## config.mk

```make
export PLATFORM = sky130hd
export DESIGN_NAME = fsa_ram
export DESIGN_NICKNAME = d
export VERILOG_FILES = /design/src/rtl/fsa_pkg.sv /design/src/rtl/fsa_ram.sv
export SDC_FILE = /design/constraint.sdc
export NUM_CORES = 2
export LEC_CHECK = 0
export ABC_AREA = 1
export BUFFER_PORTS_ARGS = -buffer_cell sky130_fd_sc_hd__buf_2
export CAP_MARGIN = 20
export CORE_AREA = 8 8 687 689
export DETAILED_ROUTE_END_ITERATION = 7
export DIE_AREA = 0 0 695 697
export MAX_ROUTING_LAYER = met4
export PLACE_DENSITY_LB_ADDON = 0.08
export REMOVE_ABC_BUFFERS = 1
export SLEW_MARGIN = 15
export SYNTH_ARGS = -nofsm -noshare
export SYNTH_HDL_FRONTEND = slang
export SYNTH_SLANG_ARGS = --single-unit
```

## constraint.sdc

```tcl
create_clock -name clk -period 11.6 [get_ports clk]
set_clock_uncertainty 0.15 [all_clocks]
set_input_delay 3.48 -clock clk [delete_from_list [all_inputs] [get_ports clk]]
set_output_delay 3.48 -clock clk [all_outputs]
set_load 0.1 [all_outputs]
```

## src/rtl/fsa_pkg.sv

```systemverilog
package fsa_pkg;

	localparam int DSD = 64;
	localparam int RSD = 64;
	localparam int DAW = 6;
	localparam int RAW = 6;
	localparam int CNTW = 7;

	typedef enum logic [5:0] {
		OP_LIT = 6'd0, OP_ADD = 6'd1, OP_SUB = 6'd2, OP_MUL = 6'd3, OP_DIV = 6'd4,
		OP_MOD = 6'd5, OP_DIVMOD = 6'd6, OP_NEG = 6'd7, OP_ABS = 6'd8, OP_MIN = 6'd9,
		OP_MAX = 6'd10, OP_DUP = 6'd11, OP_DROP = 6'd12, OP_SWAP = 6'd13,
		OP_OVER = 6'd14, OP_ROT = 6'd15, OP_MROT = 6'd16, OP_NIP = 6'd17,
		OP_TUCK = 6'd18, OP_PICK = 6'd19, OP_ROLL = 6'd20, OP_2DUP = 6'd21,
		OP_2DROP = 6'd22, OP_2SWAP = 6'd23, OP_2OVER = 6'd24, OP_AND = 6'd25,
		OP_OR = 6'd26, OP_XOR = 6'd27, OP_INV = 6'd28, OP_LSH = 6'd29,
		OP_RSH = 6'd30, OP_EQ = 6'd31, OP_NE = 6'd32, OP_LT = 6'd33, OP_GT = 6'd34,
		OP_LE = 6'd35, OP_GE = 6'd36, OP_ZEQ = 6'd37, OP_ZLT = 6'd38,
		OP_ZGT = 6'd39, OP_TOR = 6'd40, OP_RFROM = 6'd41, OP_RFETCH = 6'd42,
		OP_NOP = 6'd63
	} op_t;

	typedef enum logic [1:0] {
		ST_OK = 2'd0, ST_DIV0 = 2'd1, ST_UNDER = 2'd2, ST_OVER = 2'd3
	} status_t;

	// Unit commands for the shared ALU.
	typedef enum logic [1:0] {
		ALU_IDLE = 2'd0, ALU_MUL = 2'd1, ALU_DIV = 2'd2
	} alu_cmd_t;

	typedef enum logic [4:0] {
		S_IDLE, S_RD0, S_RD1, S_RD2, S_RD3, S_RDW, S_CHK, S_IDX, S_IDXW, S_EXEC,
		S_ALU, S_WR, S_ROLL_RD, S_ROLL_RDW, S_ROLL_WR, S_ROLL_LAST, S_OUT0,
		S_OUT1, S_OUTW, S_DONE
	} state_t;

	typedef struct packed {
		logic       start;
		alu_cmd_t   cmd;
	} alu_req_t;

	typedef struct packed {
		logic        busy;
		logic        done;
		logic [63:0] quo;
		logic [63:0] rem;
	} alu_rsp_t;

	// Operand needs and results per opcode.
	function automatic logic [2:0] need_d(input logic [5:0] op);
		case (op)
			OP_LIT, OP_RFROM, OP_RFETCH: need_d = 3'd0;
			OP_NEG, OP_ABS, OP_DUP, OP_DROP, OP_PICK, OP_ROLL, OP_INV, OP_ZEQ,
			OP_ZLT, OP_ZGT, OP_TOR: need_d = 3'd1;
			OP_ROT, OP_MROT: need_d = 3'd3;
			OP_2SWAP, OP_2OVER: need_d = 3'd4;
			default: need_d = 3'd2;
		endcase
	endfunction

	function automatic logic [2:0] give_d(input logic [5:0] op);
		case (op)
			OP_DROP, OP_ROLL, OP_2DROP, OP_TOR: give_d = 3'd0;
			OP_DIVMOD, OP_DUP, OP_SWAP: give_d = 3'd2;
			OP_OVER, OP_ROT, OP_MROT, OP_TUCK: give_d = 3'd3;
			OP_2DUP, OP_2SWAP: give_d = 3'd4;
			OP_2OVER: give_d = 3'd6;
			default: give_d = 3'd1;
		endcase
	endfunction

endpackage

```

## src/rtl/fsa_ram.sv

```systemverilog
module fsa_ram
	import fsa_pkg::*;
(
	input  logic           clk,
	input  logic           we,
	input  logic [DAW-1:0] waddr,
	input  logic [63:0]    wdata,
	input  logic [DAW-1:0] raddr,
	output logic [63:0]    rdata
);

	logic [63:0] mem [DSD];

	always_ff @(posedge clk) begin
		if (we) begin
			mem[waddr] <= wdata;
		end
		rdata <= mem[raddr];
	end

endmodule

```

==> out/results.ini <==
[layout]
fin_area_um2=187000
share_of_post_route_cells_with_drive_strength_above_1_pct=7.95
layout_commonest_cell=sky130_fd_sc_hd__nand2_1
final_cell_mix=sky130_fd_sc_hd__nand2_1, sky130_fd_sc_hd__edfxtp_1, sky130_fd_sc_hd__nand3_1, sky130_fd_sc_hd__clkbuf_16, sky130_fd_sc_hd__buf_4
area.growth.synth_to_final_pct=13.3
layout.nets=13500

[place]
numPortBuffers=141
dp_worst_setup_slack_ns=4.18
dpl.hpwl_um=278000
dpl-instance-area_um2=172000
gpl.final_weighted_congestion=0.780

[cts]
max-clock-path-buffers=4
cts_tree=built
post_cts_resize_count=0
cts_hold_buf=0
cts_buffers=464
htree_levels=5
clock_tree.root_cell=sky130_fd_sc_hd__clkbuf_16
clk_pin_slew_ns=0.06
postCtsSetupRepairBufs=0
clock_latency_ns=1.04
numClockSinks=4160

[synthesis]
netlist-cell-type-count=16
synth-warning-count=0
synth_area_leader_cell=sky130_fd_sc_hd__edfxtp_1
post_synth_main_area_contributors=sky130_fd_sc_hd__edfxtp_1, sky130_fd_sc_hd__nand3_1, sky130_fd_sc_hd__nand2_1
ys_seq_area_share_pct=75.2
synth.ff_latch_count=4160
synth_area_um2=165000
synthDominantCellAreaShare_pct=74.4
synthesis.area_per_instance_um2=12.3
gate_count_post_synth=13400

[timing]
worst_slew_margin_rel_pct=9.14
setup_slack_ns=5.14
setup_repair_after_global_routing_missed_its_margin=false
finalHoldWorstSlack_ns=0.632
final.setup.tns_ns=0
finalCritPeriodShare_pct=55.7
slew_at_the_pin_with_the_worst_max_slew_slack_ns=1.36
max_freq_ghz=0.155
fin_crit_ns=6.46
slew_violations=0
final_hold_violating_endpoints=0
finalSetupViolations=0

[grt]
grt_max_degree=199
grtUsageTotal_pct=24.1
first_pass_grt_wire_length_um=822000
via_count_of_the_first_global_routing_pass=105000
global_route_congestion_overflow_total=0
grt_antenna_before_repair=21

[floorplan]
core_area_um2=461000
floorplan.die_area_um2=484000
row_count=250
die_w_um=695
initial_cell_density_of_the_core_pct=35.8
die_h_um=697
io_pins=142

[critical_path]
worst-path-max-fanout=153
cp_top_family=buffers and inverters
worst-endpoint-required_ns=12.40
crit_slowest_cell=sky130_fd_sc_hd__buf_4
cp_startpoint_kind=primary input
critPathMaxStageDelay_ns=0.81
critical_path_buf_inv_count=4
worst-setup-path-type=primary input to flop
worst_setup_path_end_kind=flop
cp.arrival_ns=7.26
crit_path_cell_trace=buf_12 -> buf_12 -> buf_4 -> buf_4 -> nand2_1 -> nand3_1 -> nand3_1 -> nand3_1 -> nand3_1 -> nand2_1 -> nand2_1 -> nand2_1

[power_and_ir_drop]
finalPower_w=0.0331
vdd_drop_max_mv=0.141
p_per_area_nw_per_um2=177
power.static_leakage_nw=64.9

[routing]
wl_per_cell_um=29.3
vias=108000
routed_wirelength_um=585000
dr.pass1.iters=6
drt-initial-drc-count=10800
drc=0
antenna_violating_nets_post_route=0
vias_per_cell=5.43

[run]
maxCapViolCount=0

[status]
run_status=finished, final reports clean

[hold_path]
hold_path_class=flop to flop

## power breakdown
group / switching (W) / internal [W] / total (W)
registers: 0.0000479 / 0.0166 / 0.0167
logic: 0.00164 / 0.000445 / 0.00208
clock network: 0.00610 / 0.00818 / 0.0143
## worst paths after layout
path              cells past startpoint  slack (ns)                 to             startpoint
hold / removal                        8        0.63  rdata[43]$_DFF_P_   mem[6][43]$_DFFE_PP_
hold reg to reg                       8        0.63  rdata[43]$_DFF_P_   mem[6][43]$_DFFE_PP_
setup / recovery                     12        5.14  rdata[40]$_DFF_P_               raddr[0]
setup reg to reg                      8        9.69  rdata[29]$_DFF_P_  mem[41][29]$_DFFE_PP_
## kinds of logic (layout without fill, tap and decap cells)
logic type             count (synthesis)  after routing  share of synthesized area (%)
other                                  0             12                              0
DFF                                 4160           4160                           75.2
and+or+nand+nor                     8336           8336                           21.9
buffers and inverters                909           1275                           2.95
## metrics by stage
step,utilization [%],std cells
after floorplan,-,12500
after global placement,37.3,19100
after detailed placement,37.3,19100
after CTS,40.5,19900
after global routing,40.6,20000
final,40.6,20000
## cell usage after synthesis
library cell	count
sky130_fd_sc_hd__edfxtp_1	4096
sky130_fd_sc_hd__inv_1	8
sky130_fd_sc_hd__dfxtp_1	64
sky130_fd_sc_hd__buf_4	134
sky130_fd_sc_hd__inv_2	2
sky130_fd_sc_hd__inv_4	2
sky130_fd_sc_hd__nand2_1	4416
sky130_fd_sc_hd__buf_8	3
sky130_fd_sc_hd__buf_6	40
sky130_fd_sc_hd__nand4_1	9
sky130_fd_sc_hd__nor2_1	56
sky130_fd_sc_hd__clkbuf_1	147
sky130_fd_sc_hd__nor4_1	8
sky130_fd_sc_hd__nand3_1	3847
sky130_fd_sc_hd__buf_1	72
sky130_fd_sc_hd__buf_2	501
## per-layer routing
| metal | global-route usage, % | vias to the layer above | routed length [um] |
|---|---|---|---|
| li1 | - | 47900 | - |
| met1 | 32.0 | 56000 | 253000 |
| met2 | 39.7 | 3602 | 284000 |
| met3 | 2.69 | 797 | 31500 |
| met4 | 5.79 | 0 | 16100 |
| met5 | - | - | 0 |
## worst reg2reg max path: stages (launching register included)
cell and delay [ns]:
sky130_fd_sc_hd__edfxtp_1 0.32, sky130_fd_sc_hd__nand2_1 0.06, sky130_fd_sc_hd__nand3_1 0.14, sky130_fd_sc_hd__nand3_1 0.22, sky130_fd_sc_hd__nand3_1 0.17, sky130_fd_sc_hd__nand3_1 0.12
sky130_fd_sc_hd__nand2_1 0.21, sky130_fd_sc_hd__nand2_1 0.15, sky130_fd_sc_hd__nand2_1 0.23
## flip-flops by register name, indices dropped and copies added (netlist names)
register	flops
rdata	64
mem	4096
## final cells by class
class	instances	area, um^2
Antenna cell	12	30.0
Multi-Input combinational cell	8336	36600
Tap cell	6174	7720
Fill cell	43200	274000
Inverter	12	105
Sequential cell	4160	124000
Timing Repair Buffer	403	3900
Clock inverter	222	1830
Clock buffer	638	12800
(Power assumes the default switching activity.)
