--- config.mk ---
export PLATFORM = sky130hd
export DESIGN_NAME = fsa_alu
export DESIGN_NICKNAME = d
export VERILOG_FILES = /design/src/rtl/fsa_pkg.sv /design/src/rtl/fsa_alu.sv
export SDC_FILE = /design/constraint.sdc
export NUM_CORES = 2
export LEC_CHECK = 0
export CAP_MARGIN = 15
export CORE_MARGIN = 5
export CORE_UTILIZATION = 50
export CTS_CLUSTER_DIAMETER = 60
export DETAILED_ROUTE_END_ITERATION = 16
export DONT_BUFFER_PORTS = 1
export PLACE_DENSITY = 0.61
export SLEW_MARGIN = 20
export SYNTH_ARGS = -nofsm -noshare
export SYNTH_HDL_FRONTEND = slang
export SYNTH_SLANG_ARGS = --single-unit
--- constraint.sdc ---
create_clock -name clk -period 19 [get_ports clk]
set_input_delay 2.85 -clock clk [delete_from_list [all_inputs] [get_ports clk]]
set_output_delay 2.85 -clock clk [all_outputs]
set_load 0.02 [all_outputs]
--- src/rtl/fsa_pkg.sv ---
package fsa_pkg;

	localparam int DSD = 64;
	localparam int RSD = 64;
	localparam int DAW = 6;
	localparam int RAW = 6;
	localparam int CNTW = 7;

	typedef enum logic [5:0] {
		OP_LIT = 6'd0, OP_ADD = 6'd1, OP_SUB = 6'd2, OP_MUL = 6'd3, OP_DIV = 6'd4,
		OP_MOD = 6'd5, OP_DIVMOD = 6'd6, OP_NEG = 6'd7, OP_ABS = 6'd8, OP_MIN = 6'd9,
		OP_MAX = 6'd10, OP_DUP = 6'd11, OP_DROP = 6'd12, OP_SWAP = 6'd13,
		OP_OVER = 6'd14, OP_ROT = 6'd15, OP_MROT = 6'd16, OP_NIP = 6'd17,
		OP_TUCK = 6'd18, OP_PICK = 6'd19, OP_ROLL = 6'd20, OP_2DUP = 6'd21,
		OP_2DROP = 6'd22, OP_2SWAP = 6'd23, OP_2OVER = 6'd24, OP_AND = 6'd25,
		OP_OR = 6'd26, OP_XOR = 6'd27, OP_INV = 6'd28, OP_LSH = 6'd29,
		OP_RSH = 6'd30, OP_EQ = 6'd31, OP_NE = 6'd32, OP_LT = 6'd33, OP_GT = 6'd34,
		OP_LE = 6'd35, OP_GE = 6'd36, OP_ZEQ = 6'd37, OP_ZLT = 6'd38,
		OP_ZGT = 6'd39, OP_TOR = 6'd40, OP_RFROM = 6'd41, OP_RFETCH = 6'd42,
		OP_NOP = 6'd63
	} op_t;

	typedef enum logic [1:0] {
		ST_OK = 2'd0, ST_DIV0 = 2'd1, ST_UNDER = 2'd2, ST_OVER = 2'd3
	} status_t;

	// Unit commands for the shared ALU.
	typedef enum logic [1:0] {
		ALU_IDLE = 2'd0, ALU_MUL = 2'd1, ALU_DIV = 2'd2
	} alu_cmd_t;

	typedef enum logic [4:0] {
		S_IDLE, S_RD0, S_RD1, S_RD2, S_RD3, S_RDW, S_CHK, S_IDX, S_IDXW, S_EXEC,
		S_ALU, S_WR, S_ROLL_RD, S_ROLL_RDW, S_ROLL_WR, S_ROLL_LAST, S_OUT0,
		S_OUT1, S_OUTW, S_DONE
	} state_t;

	typedef struct packed {
		logic       start;
		alu_cmd_t   cmd;
	} alu_req_t;

	typedef struct packed {
		logic        busy;
		logic        done;
		logic [63:0] quo;
		logic [63:0] rem;
	} alu_rsp_t;

	// Operand needs and results per opcode.
	function automatic logic [2:0] need_d(input logic [5:0] op);
		case (op)
			OP_LIT, OP_RFROM, OP_RFETCH: need_d = 3'd0;
			OP_NEG, OP_ABS, OP_DUP, OP_DROP, OP_PICK, OP_ROLL, OP_INV, OP_ZEQ,
			OP_ZLT, OP_ZGT, OP_TOR: need_d = 3'd1;
			OP_ROT, OP_MROT: need_d = 3'd3;
			OP_2SWAP, OP_2OVER: need_d = 3'd4;
			default: need_d = 3'd2;
		endcase
	endfunction

	function automatic logic [2:0] give_d(input logic [5:0] op);
		case (op)
			OP_DROP, OP_ROLL, OP_2DROP, OP_TOR: give_d = 3'd0;
			OP_DIVMOD, OP_DUP, OP_SWAP: give_d = 3'd2;
			OP_OVER, OP_ROT, OP_MROT, OP_TUCK: give_d = 3'd3;
			OP_2DUP, OP_2SWAP: give_d = 3'd4;
			OP_2OVER: give_d = 3'd6;
			default: give_d = 3'd1;
		endcase
	endfunction

endpackage

--- src/rtl/fsa_alu.sv ---
module fsa_alu
	import fsa_pkg::*;
(
	input  logic        clk,
	input  logic        arst_n,
	input  alu_req_t    req,
	input  logic [63:0] a,
	input  logic [63:0] b,
	output alu_rsp_t    rsp
);

	// One shared unit: a radix-2 restoring divider on magnitudes, and a
	// 64x64 multiplier built from three 32x32 partial products over cycles.
	logic        busy_q, done_q;
	alu_cmd_t    cmd_q;
	logic [6:0]  cnt_q;
	logic [63:0] rem_q, quo_q, div_q, acc_q;
	logic        nq_q, nr_q;
	logic [63:0] ma, mb;
	logic [64:0] trial;
	logic [31:0] pa, pb;
	logic [63:0] prod;

	assign ma = a[63] ? 64'(-a) : a;
	assign mb = b[63] ? 64'(-b) : b;
	assign trial = {rem_q, quo_q[63]} - {1'b0, div_q};
	always_comb begin
		case (cnt_q[1:0])
			2'd0: begin pa = a[31:0]; pb = b[31:0]; end
			2'd1: begin pa = a[63:32]; pb = b[31:0]; end
			2'd2: begin pa = a[31:0]; pb = b[63:32]; end
			default: begin pa = a[63:32]; pb = b[63:32]; end
		endcase
	end
	assign prod = pa * pb;

	always_ff @(posedge clk or negedge arst_n) begin
		if (!arst_n) begin
			busy_q <= 1'b0;
			done_q <= 1'b0;
			cmd_q  <= ALU_IDLE;
			cnt_q  <= '0;
		end else begin
			done_q <= 1'b0;
			if (req.start && !busy_q) begin
				busy_q <= 1'b1;
				cmd_q  <= req.cmd;
				cnt_q  <= '0;
				rem_q  <= '0;
				quo_q  <= ma;
				div_q  <= mb;
				acc_q  <= '0;
				nq_q   <= a[63] ^ b[63];
				nr_q   <= a[63];
			end else if (busy_q) begin
				cnt_q <= cnt_q + 7'd1;
				if (cmd_q == ALU_MUL) begin
					case (cnt_q[1:0])
						2'd0: acc_q <= prod;
						2'd1: acc_q <= acc_q + {prod[31:0], 32'd0};
						2'd2: acc_q <= acc_q + {prod[31:0], 32'd0};
						default: acc_q <= acc_q;
					endcase
					if (cnt_q[1:0] == 2'd2) begin
						busy_q <= 1'b0;
						done_q <= 1'b1;
					end
				end else begin
					if (!trial[64]) begin
						rem_q <= trial[63:0];
						quo_q <= {quo_q[62:0], 1'b1};
					end else begin
						rem_q <= {rem_q[62:0], quo_q[63]};
						quo_q <= {quo_q[62:0], 1'b0};
					end
					if (cnt_q == 7'd63) begin
						busy_q <= 1'b0;
						done_q <= 1'b1;
					end
				end
			end
		end
	end

	always_comb begin
		rsp.busy = busy_q;
		rsp.done = done_q;
		if (cmd_q == ALU_MUL) begin
			rsp.quo = acc_q;
			rsp.rem = '0;
		end else begin
			rsp.quo = nq_q ? 64'(-quo_q) : quo_q;
			rsp.rem = nr_q ? 64'(-rem_q) : rem_q;
		end
	end

endmodule

==> run metrics <==
Setup crit end kind=flip-flop; CTS Sinks=roughly 270; period utilization=about 63%; endpoints failing hold=0; register area=between 8000 and 9000 sq um; required time worst endpoint=19320 ps; # port buffers=0; gr usage total=33.9%; DR vias=46600; cells on worst reg2reg path=37; CP Launch Type=primary input; Root Buffer=clkbuf_16; Slowest-stage cell, CP=mux2i_4; post-CTS setup buffer count=0; Syn Inst Count=about 6400; Synth area leaders=fa_1, edfxtp_1, ha_1, nand2_1, inv_1; Die Wd=343 um; cts repair resizes=0; Via density=between 6 and 7; worst-margin pin slew=around 1100 ps; Crit Path Max Fanout=19; library cells used by synthesis=80; leading register cell type out of synthesis=edfxtp_1; final net count=7616; die area=about 120000 sq um; layout cell share with drive strength beyond 1=~4.6%; clock latency on the worst-skew pair=590 ps; # rows=about 120; cell family with most CP delay=adder cells; Hold Buf Count CTS=0; Reg clk slew, reported paths=70 ps; class of the worst hold path=flip-flop to flip-flop; FILL cells=between 10000 and 15000; clk_skew=around 36 ps; met3 routed WL=slightly above 20 mm; min cycle time layout=12060 ps; yosys warns=0; Synth Register Bits=269; syn nets=between 7000 and 8000; Sum Neg Setup Slack=0 ps; fmax=slightly above 0.08 GHz; max-slew violations=0; met1 wire length=between 80 and 90 mm; worst relative slew slack=about 23%; WP data arrival=about 12000 ps; met2 wire len=89.2 mm; Core Area=about 110000 sq um; worst-case clock buffer depth=3; Routed WL=slightly above 200 mm; grt total ovfl=0; DR pass1 iterations=8; ys async rst share=4.09%; synth cell count leaders=nand2_1, inv_1, fa_1; Post-DP HPWL=~160 mm; sequential cell area fraction in the yosys report=between 10 and 15%; status=finished, final reports clean; hold path depth=1; max cap viols=0; Final Core Density=between 50% and 60%; initial antenna violation count=5; leading area contributor after synthesis=fa_1; vias in the first global route=46000; Antenna Nets Post-Route=0; global-route wire length before repair=~300 mm; critical path's largest stage delay=~720 ps; Multi-input gate area=42700 sq um; crit path buf inv count=4; TritonCTS Buffers=37; Crit Path Class=primary input to flip-flop; RSZ-0062 raised after global routing=false; RePlAce Congestion=1.00; die outline height=~340 um; Post-synth EDFFs=roughly 260; most frequent cell after synthesis=nand2_1; Initial Util=50.2%; CP most frequent cell=fa_1; Clock H-tree levels=2; Top Metal Used=met5; Synth Area per Inst=8.63 sq um; synthesis-to-layout area growth=4.94%; # DRC=0; Starting DRT DRC Count=between 4000 and 5000; I/O pin count=about 260; largest net degree at the start of global routing=between 150 and 200; area share of the largest cell type after synthesis=32.5%; Crit. path cell count=30; CTS tree=done; Post-Syn Area=between 50000 and 60000 sq um; final setup fails=0; WL/cell=between 20 and 30 um
## state kept, by name (all words and copies together), names as in the netlist
name,flops
rem_q,64
nr_q,1
nq_q,1
quo_q,64
cmd_q,2
acc_q,64
cnt_q,7
div_q,64
done_q,1
busy_q,1
## cells in the final DEF (no fill, tap or decap), drive strengths merged, types with 93 or more instances in the layout
master,synthesis,routed
nand2,1065,1065
inv,956,960
fa,898,898
nor2,571,571
o21ai,380,380
ha,366,366
edfxtp,258,258
xor2,226,226
a21oi,215,215
xnor2,172,172
a21o,95,95
o31ai,94,94
buf,26,93
## logic make-up after synthesis
logic type               count (synthesis)  synth area share (%)
multiplexers                           120                  2.30
XOR/XNOR                               398                  6.30
flip-flops                             269                  14.5
buffers and inverters                 1286                  8.74
AO/OA/AOI/OAI                         1066                  12.0
adder cells (fa/ha/maj)               1264                  40.8
AND/OR/NAND/NOR                       2014                  15.4
## final timing paths
kind                           from        end  slack (ps)
setup reg to reg           cnt_q[0]  acc_q[62]        6970
hold / removal             cnt_q[5]   cnt_q[5]         490
setup / recovery               b[3]  acc_q[62]        6940
hold reg to reg            cnt_q[5]   cnt_q[5]         490
max in group asynchronous    arst_n     busy_q       16610
min in group asynchronous    arst_n   cnt_q[1]        2050
## layer usage
metal | vias to the layer above | GRT usage [%]
met5 | - | 0
met4 | 2 | 14.9
met3 | 453 | 6.66
met2 | 2359 | 52.8
met1 | 23500 | 46.3
li1 | 20300 | -
## layout make-up
cell class / count / area share (%)
Multi-Input combinational cell: 4862 / 73.5
Sequential cell: 269 / 13.8
Inverter: 956 / 6.18
Tap cell: 1488 / 3.21
Clock buffer: 45 / 1.68
Timing Repair Buffer: 93 / 1.22
Clock inverter: 22 / 0.362
Antenna cell: 3 / 0.0129
## per-stage QoR
step | worst slack (ps) | cell area [sq um] | std cells | hold WS [ps]
detailed placement | 6410 | 56900 | 7668 | 475
global route | 6340 | 58100 | 7735 | 535
CTS | 6980 | 58100 | 7735 | 484
finish | 6940 | 58100 | 7738 | 487
floorplan | 7350 | 55400 | 6417 | 447
global placement | 6610 | 56900 | 7668 | 470
Power is left out: the tool's default activity adds up to more than one toggle a clock period on the data nets, which glitch-free logic cannot reach.
